<file path="src/hw/rtl/assert_macros.svh">
// assertion macros used by rre_dp
// no dependencies; every macro expects clk and rst_n in scope
`ifndef ASSERT_MACROS_SVH
`define ASSERT_MACROS_SVH

// property checked on every rising clock edge outside reset
`define ASSERT_CLK(lbl, prop, msg) \
    lbl: assert property (@(posedge clk) disable iff (!rst_n) (prop)) else $error(msg);

// implication checked outside reset: the consequence must hold in the cycle after the antecedent
`define ASSERT_NEXT(lbl, ante, cons, msg) \
    lbl: assert property (@(posedge clk) disable iff (!rst_n) (ante) |=> (cons)) \
        else $error(msg);

`endif

</file>
<file path="src/hw/rtl/rre_pkg.sv">
// shared types and constants of the rectangle region engine
// no dependencies
package rre_pkg;

    localparam int CAPACITY_DEF = 16;

    localparam int CMD_W   = 2;
    localparam int IN_W    = 16;
    localparam int COORD_W = 17;
    localparam int SIZE_W  = 15;
    localparam int EDGE_W  = 18;
    localparam int ENTRY_W = 2 * COORD_W + 2 * SIZE_W;

    // request command codes
    localparam logic [CMD_W-1:0] CMD_ADD  = 2'd0;
    localparam logic [CMD_W-1:0] CMD_SUB  = 2'd1;
    localparam logic [CMD_W-1:0] CMD_LIST = 2'd2;

    // piece mask bit positions, in write order
    localparam int PC_KEEP  = 0;
    localparam int PC_ABOVE = 1;
    localparam int PC_BELOW = 2;
    localparam int PC_LEFT  = 3;
    localparam int PC_RIGHT = 4;
    localparam int PC_N     = 5;

    // controller to datapath
    typedef struct packed {
        logic start;
        logic load;
        logic calc;
        logic write_piece;
        logic append;
        logic next_idx;
        logic flip;
        logic ack;
        logic list_item;
    } rre_cmd_t;

    // datapath to controller
    typedef struct packed {
        logic is_list;
        logic is_add;
        logic is_active;
        logic count_zero;
        logic idx_last;
        logic mask_empty;
        logic out_accept;
    } rre_stat_t;

endpackage

</file>
<file path="src/hw/rtl/rre_ram.sv">
// generic single write port ram with registered read
// no dependencies
module rre_ram #(
    parameter int WIDTH = 64,
    parameter int DEPTH = 16,
    parameter int AW    = 4
) (
    input  logic             clk,
    input  logic             we,
    input  logic [AW-1:0]    waddr,
    input  logic [WIDTH-1:0] wdata,
    input  logic [AW-1:0]    raddr,
    output logic [WIDTH-1:0] rdata
);

    logic [WIDTH-1:0] mem [DEPTH];

    // write and registered read
    always_ff @(posedge clk)
    begin
        if (we)
        begin
            mem[waddr] <= wdata;
        end
        rdata <= mem[raddr];
    end

endmodule

</file>
<file path="src/hw/rtl/rre_ctrl.sv">
// sequencer of the rectangle region engine
// depends on rre_pkg
module rre_ctrl (
    input  logic               clk,
    input  logic               rst_n,
    input  logic               command_valid,
    output logic               command_stall,
    input  rre_pkg::rre_stat_t stat,
    output rre_pkg::rre_cmd_t  cmd
);

    typedef enum logic [3:0] {
        S_IDLE, S_DECIDE, S_FETCH, S_LOAD, S_CALC, S_PIECE, S_APPEND, S_FLIP, S_RESP
    } state_t;

    state_t state_reg, state_next;

    // next state and commands
    always_comb
    begin
        state_next = state_reg;
        cmd        = '0;
        case (state_reg)
            S_IDLE:
            begin
                if (command_valid)
                begin
                    cmd.start  = 1'b1;
                    state_next = S_DECIDE;
                end
            end
            S_DECIDE:
            begin
                if (stat.is_list)
                begin
                    if (stat.count_zero)
                    begin
                        cmd.ack    = 1'b1;
                        state_next = S_RESP;
                    end
                    else
                    begin
                        state_next = S_FETCH;
                    end
                end
                else if (stat.is_active)
                begin
                    if (!stat.count_zero)
                        state_next = S_FETCH;
                    else if (stat.is_add)
                        state_next = S_APPEND;
                    else
                        state_next = S_FLIP;
                end
                else
                begin
                    cmd.ack    = 1'b1;
                    state_next = S_RESP;
                end
            end
            S_FETCH:
            begin
                state_next = S_LOAD;
            end
            S_LOAD:
            begin
                if (stat.is_list)
                begin
                    cmd.list_item = 1'b1;
                    state_next    = S_RESP;
                end
                else
                begin
                    cmd.load   = 1'b1;
                    state_next = S_CALC;
                end
            end
            S_CALC:
            begin
                cmd.calc   = 1'b1;
                state_next = S_PIECE;
            end
            S_PIECE:
            begin
                if (!stat.mask_empty)
                begin
                    cmd.write_piece = 1'b1;
                end
                else if (!stat.idx_last)
                begin
                    cmd.next_idx = 1'b1;
                    state_next   = S_FETCH;
                end
                else if (stat.is_add)
                begin
                    state_next = S_APPEND;
                end
                else
                begin
                    state_next = S_FLIP;
                end
            end
            S_APPEND:
            begin
                cmd.append = 1'b1;
                state_next = S_FLIP;
            end
            S_FLIP:
            begin
                cmd.flip   = 1'b1;
                cmd.ack    = 1'b1;
                state_next = S_RESP;
            end
            S_RESP:
            begin
                if (stat.out_accept)
                begin
                    if (stat.is_list && !stat.count_zero && !stat.idx_last)
                    begin
                        cmd.next_idx = 1'b1;
                        state_next   = S_FETCH;
                    end
                    else
                    begin
                        state_next = S_IDLE;
                    end
                end
            end
            default:
            begin
                state_next = S_IDLE;
            end
        endcase
    end

    // state and registered stall
    always_ff @(posedge clk or negedge rst_n)
    begin
        if (!rst_n)
        begin
            state_reg     <= S_IDLE;
            command_stall <= 1'b0;
        end
        else
        begin
            state_reg     <= state_next;
            command_stall <= (state_next != S_IDLE);
        end
    end

endmodule

</file>
<file path="src/hw/rtl/rre_dp.sv">
// datapath of the rectangle region engine: table banks, geometry, result register
// depends on rre_pkg, rre_ram and assert_macros.svh
`include "assert_macros.svh"

module rre_dp #(
    parameter int CAPACITY = rre_pkg::CAPACITY_DEF
) (
    input  logic                                clk,
    input  logic                                rst_n,
    input  logic [rre_pkg::CMD_W-1:0]           command,
    input  logic signed [rre_pkg::IN_W-1:0]     pos_x,
    input  logic signed [rre_pkg::IN_W-1:0]     pos_y,
    input  logic signed [rre_pkg::IN_W-1:0]     size_w,
    input  logic signed [rre_pkg::IN_W-1:0]     size_h,
    input  rre_pkg::rre_cmd_t                   cmd,
    output rre_pkg::rre_stat_t                  stat,
    output logic                                result_valid,
    input  logic                                result_stall,
    output logic signed [rre_pkg::COORD_W-1:0]  rect_x,
    output logic signed [rre_pkg::COORD_W-1:0]  rect_y,
    output logic [rre_pkg::SIZE_W-1:0]          rect_w,
    output logic [rre_pkg::SIZE_W-1:0]          rect_h,
    output logic                                rect_valid,
    output logic                                last_item,
    output logic                                status
);

    localparam int CW = $clog2(CAPACITY + 1);
    localparam int AW = (CAPACITY > 1) ? $clog2(CAPACITY) : 1;
    localparam int EW = rre_pkg::EDGE_W;
    localparam int XW = rre_pkg::COORD_W;
    localparam int SW = rre_pkg::SIZE_W;

    // request registers
    logic [rre_pkg::CMD_W-1:0] kind_reg;
    logic                      active_reg;
    logic signed [EW-1:0]      bx1_reg, bx2_reg, by1_reg, by2_reg;
    logic [SW-1:0]             bw_reg, bh_reg;

    // control registers
    logic [CW-1:0]             count_reg, idx_reg, wcnt_reg;
    logic                      bank_reg, ovf_reg;

    // entry under work and derived edges
    logic signed [XW-1:0]      rx_reg, ry_reg;
    logic [SW-1:0]             rw_reg, rh_reg;
    logic signed [EW-1:0]      rx2_reg, ry2_reg;
    logic signed [EW-1:0]      cx1_reg, cx2_reg, cy1_reg, cy2_reg;
    logic [rre_pkg::PC_N-1:0]  mask_reg;

    // table memory
    logic                      we0, we1;
    logic [rre_pkg::ENTRY_W-1:0] wdata, rdata0, rdata1, rdata;

    // entry fields from memory
    logic signed [XW-1:0]      m_x, m_y;
    logic [SW-1:0]             m_w, m_h;

    assign rdata = bank_reg ? rdata1 : rdata0;
    assign {m_x, m_y, m_w, m_h} = rdata;

    // geometry of the loaded entry
    logic signed [EW-1:0] rx1, ry1, rx2, ry2;
    logic                 covered, overlaps;
    logic [rre_pkg::PC_N-1:0] mask_new;

    assign rx1 = EW'(rx_reg);
    assign ry1 = EW'(ry_reg);
    assign rx2 = rx1 + EW'({1'b0, rw_reg});
    assign ry2 = ry1 + EW'({1'b0, rh_reg});

    assign covered  = (rx1 >= bx1_reg) && (rx2 <= bx2_reg) &&
                      (ry1 >= by1_reg) && (ry2 <= by2_reg);
    assign overlaps = (bx1_reg < rx2) && (rx1 < bx2_reg) &&
                      (by1_reg < ry2) && (ry1 < by2_reg);

    always_comb
    begin
        mask_new = '0;
        if (kind_reg == rre_pkg::CMD_ADD)
        begin
            mask_new[rre_pkg::PC_KEEP] = !covered;
        end
        else if (!overlaps)
        begin
            mask_new[rre_pkg::PC_KEEP] = 1'b1;
        end
        else
        begin
            mask_new[rre_pkg::PC_ABOVE] = by1_reg > ry1;
            mask_new[rre_pkg::PC_BELOW] = by2_reg < ry2;
            mask_new[rre_pkg::PC_LEFT]  = bx1_reg > rx1;
            mask_new[rre_pkg::PC_RIGHT] = bx2_reg < rx2;
        end
    end

    // lowest pending piece and its rectangle
    logic signed [EW-1:0] px, py, pw, ph;
    logic [rre_pkg::PC_N-1:0] mask_clr;

    always_comb
    begin
        px       = rx1;
        py       = ry1;
        pw       = EW'({1'b0, rw_reg});
        ph       = EW'({1'b0, rh_reg});
        mask_clr = mask_reg;
        if (mask_reg[rre_pkg::PC_KEEP])
        begin
            mask_clr[rre_pkg::PC_KEEP] = 1'b0;
        end
        else if (mask_reg[rre_pkg::PC_ABOVE])
        begin
            ph = cy1_reg - ry1;
            mask_clr[rre_pkg::PC_ABOVE] = 1'b0;
        end
        else if (mask_reg[rre_pkg::PC_BELOW])
        begin
            py = cy2_reg;
            ph = ry2_reg - cy2_reg;
            mask_clr[rre_pkg::PC_BELOW] = 1'b0;
        end
        else if (mask_reg[rre_pkg::PC_LEFT])
        begin
            py = cy1_reg;
            pw = cx1_reg - rx1;
            ph = cy2_reg - cy1_reg;
            mask_clr[rre_pkg::PC_LEFT] = 1'b0;
        end
        else
        begin
            px = cx2_reg;
            py = cy1_reg;
            pw = rx2_reg - cx2_reg;
            ph = cy2_reg - cy1_reg;
            mask_clr[rre_pkg::PC_RIGHT] = 1'b0;
        end
    end

    // write port to the inactive bank
    logic wr_req, full;

    assign full   = (wcnt_reg == CW'(CAPACITY));
    assign wr_req = (cmd.write_piece || cmd.append) && !full;
    assign we0    = wr_req && bank_reg;
    assign we1    = wr_req && !bank_reg;

    always_comb
    begin
        if (cmd.append)
            wdata = {bx1_reg[XW-1:0], by1_reg[XW-1:0], bw_reg, bh_reg};
        else
            wdata = {px[XW-1:0], py[XW-1:0], pw[SW-1:0], ph[SW-1:0]};
    end

    rre_ram #(.WIDTH(rre_pkg::ENTRY_W), .DEPTH(CAPACITY), .AW(AW)) u_bank0 (
        .clk   (clk),
        .we    (we0),
        .waddr (wcnt_reg[AW-1:0]),
        .wdata (wdata),
        .raddr (idx_reg[AW-1:0]),
        .rdata (rdata0)
    );

    rre_ram #(.WIDTH(rre_pkg::ENTRY_W), .DEPTH(CAPACITY), .AW(AW)) u_bank1 (
        .clk   (clk),
        .we    (we1),
        .waddr (wcnt_reg[AW-1:0]),
        .wdata (wdata),
        .raddr (idx_reg[AW-1:0]),
        .rdata (rdata1)
    );

    // request capture
    always_ff @(posedge clk)
    begin
        if (cmd.start)
        begin
            kind_reg   <= command;
            active_reg <= (command == rre_pkg::CMD_ADD || command == rre_pkg::CMD_SUB) &&
                          (size_w > 0) && (size_h > 0);
            bx1_reg    <= EW'(pos_x);
            by1_reg    <= EW'(pos_y);
            bx2_reg    <= EW'(pos_x) + EW'(size_w);
            by2_reg    <= EW'(pos_y) + EW'(size_h);
            bw_reg     <= size_w[SW-1:0];
            bh_reg     <= size_h[SW-1:0];
        end
    end

    // entry load and clipping
    always_ff @(posedge clk)
    begin
        if (cmd.load)
        begin
            rx_reg <= m_x;
            ry_reg <= m_y;
            rw_reg <= m_w;
            rh_reg <= m_h;
        end
        if (cmd.calc)
        begin
            rx2_reg  <= rx2;
            ry2_reg  <= ry2;
            cx1_reg  <= (bx1_reg > rx1) ? bx1_reg : rx1;
            cx2_reg  <= (bx2_reg < rx2) ? bx2_reg : rx2;
            cy1_reg  <= (by1_reg > ry1) ? by1_reg : ry1;
            cy2_reg  <= (by2_reg < ry2) ? by2_reg : ry2;
        end
    end

    // counters, bank select, overflow and piece mask
    always_ff @(posedge clk or negedge rst_n)
    begin
        if (!rst_n)
        begin
            count_reg <= '0;
            idx_reg   <= '0;
            wcnt_reg  <= '0;
            bank_reg  <= 1'b0;
            ovf_reg   <= 1'b0;
            mask_reg  <= '0;
        end
        else
        begin
            if (cmd.start)
            begin
                idx_reg  <= '0;
                wcnt_reg <= '0;
                ovf_reg  <= 1'b0;
            end
            if (cmd.next_idx)
            begin
                idx_reg <= idx_reg + 1'b1;
            end
            if (cmd.calc)
            begin
                mask_reg <= mask_new;
            end
            if (cmd.write_piece)
            begin
                mask_reg <= mask_clr;
            end
            if (cmd.write_piece || cmd.append)
            begin
                if (full)
                    ovf_reg <= 1'b1;
                else
                    wcnt_reg <= wcnt_reg + 1'b1;
            end
            if (cmd.flip)
            begin
                bank_reg  <= !bank_reg;
                count_reg <= wcnt_reg;
            end
        end
    end

    // result register
    logic out_accept;
    assign out_accept = result_valid && !result_stall;

    always_ff @(posedge clk or negedge rst_n)
    begin
        if (!rst_n)
        begin
            result_valid <= 1'b0;
        end
        else if (cmd.ack || cmd.list_item)
        begin
            result_valid <= 1'b1;
        end
        else if (out_accept)
        begin
            result_valid <= 1'b0;
        end
    end

    always_ff @(posedge clk)
    begin
        if (cmd.ack)
        begin
            rect_x     <= '0;
            rect_y     <= '0;
            rect_w     <= '0;
            rect_h     <= '0;
            rect_valid <= 1'b0;
            last_item  <= 1'b1;
            status     <= ovf_reg;
        end
        else if (cmd.list_item)
        begin
            rect_x     <= m_x;
            rect_y     <= m_y;
            rect_w     <= m_w;
            rect_h     <= m_h;
            rect_valid <= 1'b1;
            last_item  <= stat.idx_last;
            status     <= 1'b0;
        end
    end

    // status toward the sequencer
    assign stat.is_list    = (kind_reg == rre_pkg::CMD_LIST);
    assign stat.is_add     = (kind_reg == rre_pkg::CMD_ADD);
    assign stat.is_active  = active_reg;
    assign stat.count_zero = (count_reg == '0);
    assign stat.idx_last   = ((idx_reg + 1'b1) == count_reg);
    assign stat.mask_empty = (mask_reg == '0);
    assign stat.out_accept = out_accept;

    `ASSERT_CLK(a_count_bound, count_reg <= CW'(CAPACITY), "table count above capacity")
    `ASSERT_CLK(a_wcnt_bound, wcnt_reg <= CW'(CAPACITY), "write count above capacity")
    `ASSERT_NEXT(a_full_ovf, (cmd.write_piece || cmd.append) && full, ovf_reg,
                 "dropped piece without overflow flag")
    `ASSERT_CLK(a_one_bank, !(we0 && we1), "both banks written")

endmodule

</file>
<file path="src/hw/rtl/rectangle_region_engine.sv">
// top level of the rectangle region engine
// depends on rre_pkg, rre_ctrl and rre_dp
//
// Usage: a request on the command channel (command_valid / command_stall)
// carries command, pos_x, pos_y, size_w, size_h. Add and subtract give one
// acknowledge result with status; list gives one result per stored
// rectangle (last_item on the final one), or one empty result.
// Results leave on the result channel (result_valid / result_stall).
// Flow: one request at a time. For an add or subtract of a box with positive
// size the sequencer visits every stored entry through a ram with registered
// read, in the states fetch, load, calc and piece, and writes the kept slices
// from the piece state. A list fetches and loads each entry, then waits for
// each result to be taken. Reset clears the rectangle count, so the table
// starts empty; no clearing pass is needed. The table lives in two banks that
// swap after each add or subtract with positive size. While the receiver
// stalls, the result stays in its register and no new request is taken.
module rectangle_region_engine #(
    parameter int CAPACITY = rre_pkg::CAPACITY_DEF
) (
    input  logic                                clk,
    input  logic                                rst_n,
    input  logic                                command_valid,
    output logic                                command_stall,
    input  logic [rre_pkg::CMD_W-1:0]           command,
    input  logic signed [rre_pkg::IN_W-1:0]     pos_x,
    input  logic signed [rre_pkg::IN_W-1:0]     pos_y,
    input  logic signed [rre_pkg::IN_W-1:0]     size_w,
    input  logic signed [rre_pkg::IN_W-1:0]     size_h,
    output logic                                result_valid,
    input  logic                                result_stall,
    output logic signed [rre_pkg::COORD_W-1:0]  rect_x,
    output logic signed [rre_pkg::COORD_W-1:0]  rect_y,
    output logic [rre_pkg::SIZE_W-1:0]          rect_w,
    output logic [rre_pkg::SIZE_W-1:0]          rect_h,
    output logic                                rect_valid,
    output logic                                last_item,
    output logic                                status
);

    rre_pkg::rre_cmd_t  cmd;
    rre_pkg::rre_stat_t stat;

    // sequencer
    rre_ctrl u_ctrl (
        .clk           (clk),
        .rst_n         (rst_n),
        .command_valid (command_valid),
        .command_stall (command_stall),
        .stat          (stat),
        .cmd           (cmd)
    );

    // datapath
    rre_dp #(.CAPACITY(CAPACITY)) u_dp (
        .clk          (clk),
        .rst_n        (rst_n),
        .command      (command),
        .pos_x        (pos_x),
        .pos_y        (pos_y),
        .size_w       (size_w),
        .size_h       (size_h),
        .cmd          (cmd),
        .stat         (stat),
        .result_valid (result_valid),
        .result_stall (result_stall),
        .rect_x       (rect_x),
        .rect_y       (rect_y),
        .rect_w       (rect_w),
        .rect_h       (rect_h),
        .rect_valid   (rect_valid),
        .last_item    (last_item),
        .status       (status)
    );

endmodule

</file>
<file path="config.mk">
export PLATFORM = sky130hd
export DESIGN_NAME = rectangle_region_engine
export DESIGN_NICKNAME = d
export VERILOG_FILES = /design/src/hw/rtl/rre_pkg.sv /design/src/hw/rtl/rre_ram.sv /design/src/hw/rtl/rre_ctrl.sv /design/src/hw/rtl/rre_dp.sv /design/src/hw/rtl/rectangle_region_engine.sv
export VERILOG_INCLUDE_DIRS = /design/src /design/src/hw/rtl
export SDC_FILE = /design/constraint.sdc
export NUM_CORES = 2
export LEC_CHECK = 0
export ABC_AREA = 1
export BUFFER_PORTS_ARGS = -buffer_cell sky130_fd_sc_hd__buf_2
export CAP_MARGIN = 20
export CORE_ASPECT_RATIO = 1.4
export CORE_MARGIN = 5
export CORE_UTILIZATION = 43
export CTS_BUF_LIST = sky130_fd_sc_hd__clkbuf_8
export CTS_CLUSTER_SIZE = 24
export DETAILED_ROUTE_END_ITERATION = 12
export GPL_TIMING_DRIVEN = 1
export PLACE_DENSITY = 0.62
export SYNTH_ARGS = -nofsm -noshare
export SYNTH_HDL_FRONTEND = slang
export SYNTH_SLANG_ARGS = --single-unit
</file>
<file path="constraint.sdc">
create_clock -name clk -period 8.7 [get_ports clk]
set_input_delay 2.61 -clock clk [delete_from_list [all_inputs] [get_ports clk]]
set_output_delay 2.61 -clock clk [all_outputs]
set_load 0.1 [all_outputs]
</file>
==> run_results.csv <==
group,metric,value,unit
outcome,status,"complete, no violations",
drt,drc_errors,0,
cells_and_area,multiInputGateArea,28900,um2
pwr,p_leak,41.5,nW
pwr,p_seq_share,45.1,%
timing,drv_slew,0,
grt,grt_pass1_vias,69400,
die,num_rows,215,
cells_and_area,fin_util,48.0,%
drt,via_per_inst,5.86,
timing,hold_viol,0,
drt,first_iter_violations,7602,
drt,ant_nets,0,
synthesis,synth_nets,8952,
die,start_util,43.1,%
synthesis,yosys_warnings,0,
pwr,swShare,37.4,%
placement,placedCellCount,11600,
placement,port_buffers,138,
synthesis,async_flop_share,1.11,%
timing,hold_slack,471,ps
clock_network,numClockSinks,2530,
setup_path,cp_cell_sequence,"nor2_2, buf_4, inv_2, nor2_4, inv_4, nor2_4, inv_2, nor2_1, inv_2, nand2_2, inv_2, nor2_2, a31oi_4, nand2_2, nor2_4, buf_4",
setup_path,cp-start-kind,"flip-flop",
grt,grt_pass1_wl,463000,um
clock_network,cts-root-buf,"clkbuf_8",
grt,grt_max_degree,187,
die,core_area,245000,um2
pwr,switchingPower,14.1,mW
drt,totalWireLength,318000,um
setup_path,crit_fanout,49,
clock_network,cts_buffer_depth,4,
clock_network,clk_latency,980,ps
setup_path,slowest_delay,860,ps
clock_network,ctsHoldBuffers,0,
timing,grt_setup_unrepaired,"no",
cells_and_area,syn_to_final_growth,11.4,%
clock_network,cts_buffers,368,
placement,dp_hpwl,195000,um
timing,setup_viol,0,
cells_and_area,register_area,73900,um2
grt,grt_usage,23.9,%
synthesis,synth-seq-cells,2530,
clock_network,ctsResizeCount,0,
timing,worstMarginPinSlew,1150,ps
setup_path,slowest_stage,"buf_4",
pwr,power_density,321,nW/um2
grt,overflow,0,
timing,min_period,5710,ps
clock_network,cts_tree,"done",
die,io_pins,139,
setup_path,cp-end-kind,"flip-flop",
die,die_area,255000,um2
pwr,max-vdd-ir-drop,0.263,mV
timing,finalSetupTns,0,ps
die,die_w,428,um
placement,gp_congestion,0.971,
drt,via_count,72200,
drt,dr.pass1.iters,6,
synthesis,syn_area,105000,um2
setup_path,worst-endpoint-required,9260,ps
pwr,totalPowerFinal,37.8,mW
synthesis,syn_area_per_cell,12.2,um2
setup_path,critical_path_arrival,6260,ps
pwr,combinationalPowerShare,30.6,%
setup_path,timing.rr.start,"u_dp.mask_reg[1]$_DFFE_PN0P_",
cells_and_area,nets,9105,
pwr,p_int,23.6,mW
clock_network,postCtsSetupRepairBufs,0,
setup_path,startpoint,"u_dp.mask_reg[1]$_DFFE_PN0P_",
synthesis,synth_cell_types,59,
synthesis,synth_edf_count,2308,
synthesis,netlist_instances,8610,
synthesis,synth_seq_area_share,70.1,%
timing,final.setup_skew,68.5,ps
cells_and_area,nFillCells,21500,
cells_and_area,fin_cells,12300,
timing,slew_headroom,23.4,%
timing,post-route-period-util,65.6,%
synthesis,ys.flop_type,"edfxtp_1",
setup_path,crit_top_cell,"inv_2",
pwr,clock_power_share,24.3,%
worst_hold_path,min-delay-start,"u_dp.rect_h[3]$_SDFFE_PP0P_",
job,cap_violations,0,
worst_hold_path,min-delay-path-class,"flip-flop to flip-flop",
clock_network,h-tree-depth,5,
timing,fmax,175,MHz
cells_and_area,top_regs,"u_dp.u_bank0.mem: 1024 flops, u_dp.u_bank1.mem: 1024 flops",
die,die_h,596,um
setup_path,crit_type,"flip-flop to flip-flop",
grt,antenna_found_initial,15,
clock_network,clk_pin_slew,60,ps
cells_and_area,drive_above_1_share,10.1,%
drt,wire_per_inst,25.8,um
[cells in the mapped netlist, drive strengths merged, types with 6 or more instances]
| cell | n | area share [%] |
|---|---|---|
| buf | 60 | 0.27 |
| a31oi | 9 | 0.068 |
| xnor2 | 28 | 0.23 |
| o22ai | 344 | 2.0 |
| nand2 | 761 | 2.7 |
| o21bai | 10 | 0.071 |
| inv | 387 | 1.4 |
| a22o | 64 | 0.53 |
| dfxtp | 194 | 3.7 |
| fa | 9 | 0.17 |
| nor3 | 42 | 0.20 |
| clkbuf | 443 | 1.6 |
| a21oi | 276 | 1.3 |
| xor2 | 53 | 0.44 |
| ha | 263 | 3.1 |
| o21a | 6 | 0.043 |
| mux2i | 23 | 0.22 |
| o32ai | 6 | 0.050 |
| nand4 | 37 | 0.22 |
| edfxtp | 2308 | 66 |
| a21o | 10 | 0.071 |
| nor4 | 6 | 0.036 |
| nand3 | 177 | 0.85 |
| o21ai | 1399 | 6.6 |
| a21boi | 7 | 0.050 |
| o211ai | 113 | 0.80 |
| a211oi | 6 | 0.043 |
| o221ai | 211 | 1.8 |
| dfrtp | 28 | 0.66 |
| nor2 | 1278 | 4.6 |
| o31ai | 15 | 0.11 |
[per-stage QoR]
step	worst slack [ps]	instance area, um2
after floorplan	2210	105000
final	2990	117000
after global placement	3070	110000
after CTS	3030	117000
after global routing	2750	117000
after detailed placement	3080	110000
[area by class of cell]
type	count	share of cell area, %
clock inverter	267	1.26
inverter	390	1.28
antenna	4	0.00852
timing repair buffer	286	1.71
tap	3255	3.47
multi-input combinational	5187	24.6
sequential	2530	62.9
clock buffer	405	4.75
[power groups by stage]
stage	sequential (mW)	combinational, mW	clock (mW)
after global routing	17.1	12.3	9.92
after global placement	17.3	11.1	0
final	17.0	11.6	9.19
after floorplan	17.8	5.78	0
after CTS	17.0	11.4	9.38
after detailed placement	17.3	11.3	0
[final timing paths]
path                       slack [ps]  cells past startpoint                           endpoint
max reg2reg                      2990                     16  u_dp.u_bank0.mem[10][9]$_DFFE_PP_
min reg2reg                       470                      1        u_dp.rect_h[3]$_SDFFE_PP0P_
min                               470                      1        u_dp.rect_h[3]$_SDFFE_PP0P_
min in group asynchronous        1680                      1      u_dp.result_valid$_DFFE_PN0P_
max in group asynchronous        6500                      1          u_dp.bank_reg$_DFFE_PN0P_
max                              2990                     16  u_dp.u_bank0.mem[10][9]$_DFFE_PP_
[placed cells by master, fill, tap and decap left out, drive strengths merged, types with 7 or more instances in the layout]
master,instances
clkbuf,405
clkinvlp,9
mux2i,23
nor2,1278
nor3,42
dfrtp,28
o21ai,1399
o221ai,211
edfxtp,2308
nand2,761
buf,286
a22o,64
o22ai,344
o211ai,113
o21bai,10
bufinv,12
dfxtp,194
xor2,53
a21boi,7
fa,9
nand3,177
o31ai,15
xnor2,28
nand4,37
ha,263
inv,534
a21o,10
a31oi,9
clkinv,102
a21oi,276
[routing by layer]
metal	vias to the layer above	global-route usage [%]	routed length, um
met2	3184	39.8	153000
met3	569	3.80	25200
li1	32100	-	-
met4	2	9.14	12700
met5	-	0	17
met1	36300	31.6	127000
[cell families (layout without fill, tap and decap cells)]
group / after synthesis / after routing / share of synthesized area [%]
xor gates and xnor gates: 81 / 81 / 0.673
and+or+nand+nor: 2315 / 2315 / 8.73
buffers and inverters: 893 / 1348 / 3.24
adders and majority gates: 272 / 272 / 3.29
other: 0 / 4 / 0
muxes: 23 / 23 / 0.218
AOI/OAI and AO/OA: 2496 / 2496 / 13.8
DFF: 2530 / 2530 / 70.1
[worst max-delay path, delay by kind of cell, from the launching register on]
| family | cells | cell delay [ps] |
|---|---|---|
| compound gates | 1 | 380 |
| simple gates | 8 | 1860 |
| flops | 1 | 610 |
| buf+inv | 7 | 2300 |
Power figures use the tool's default switching activity.
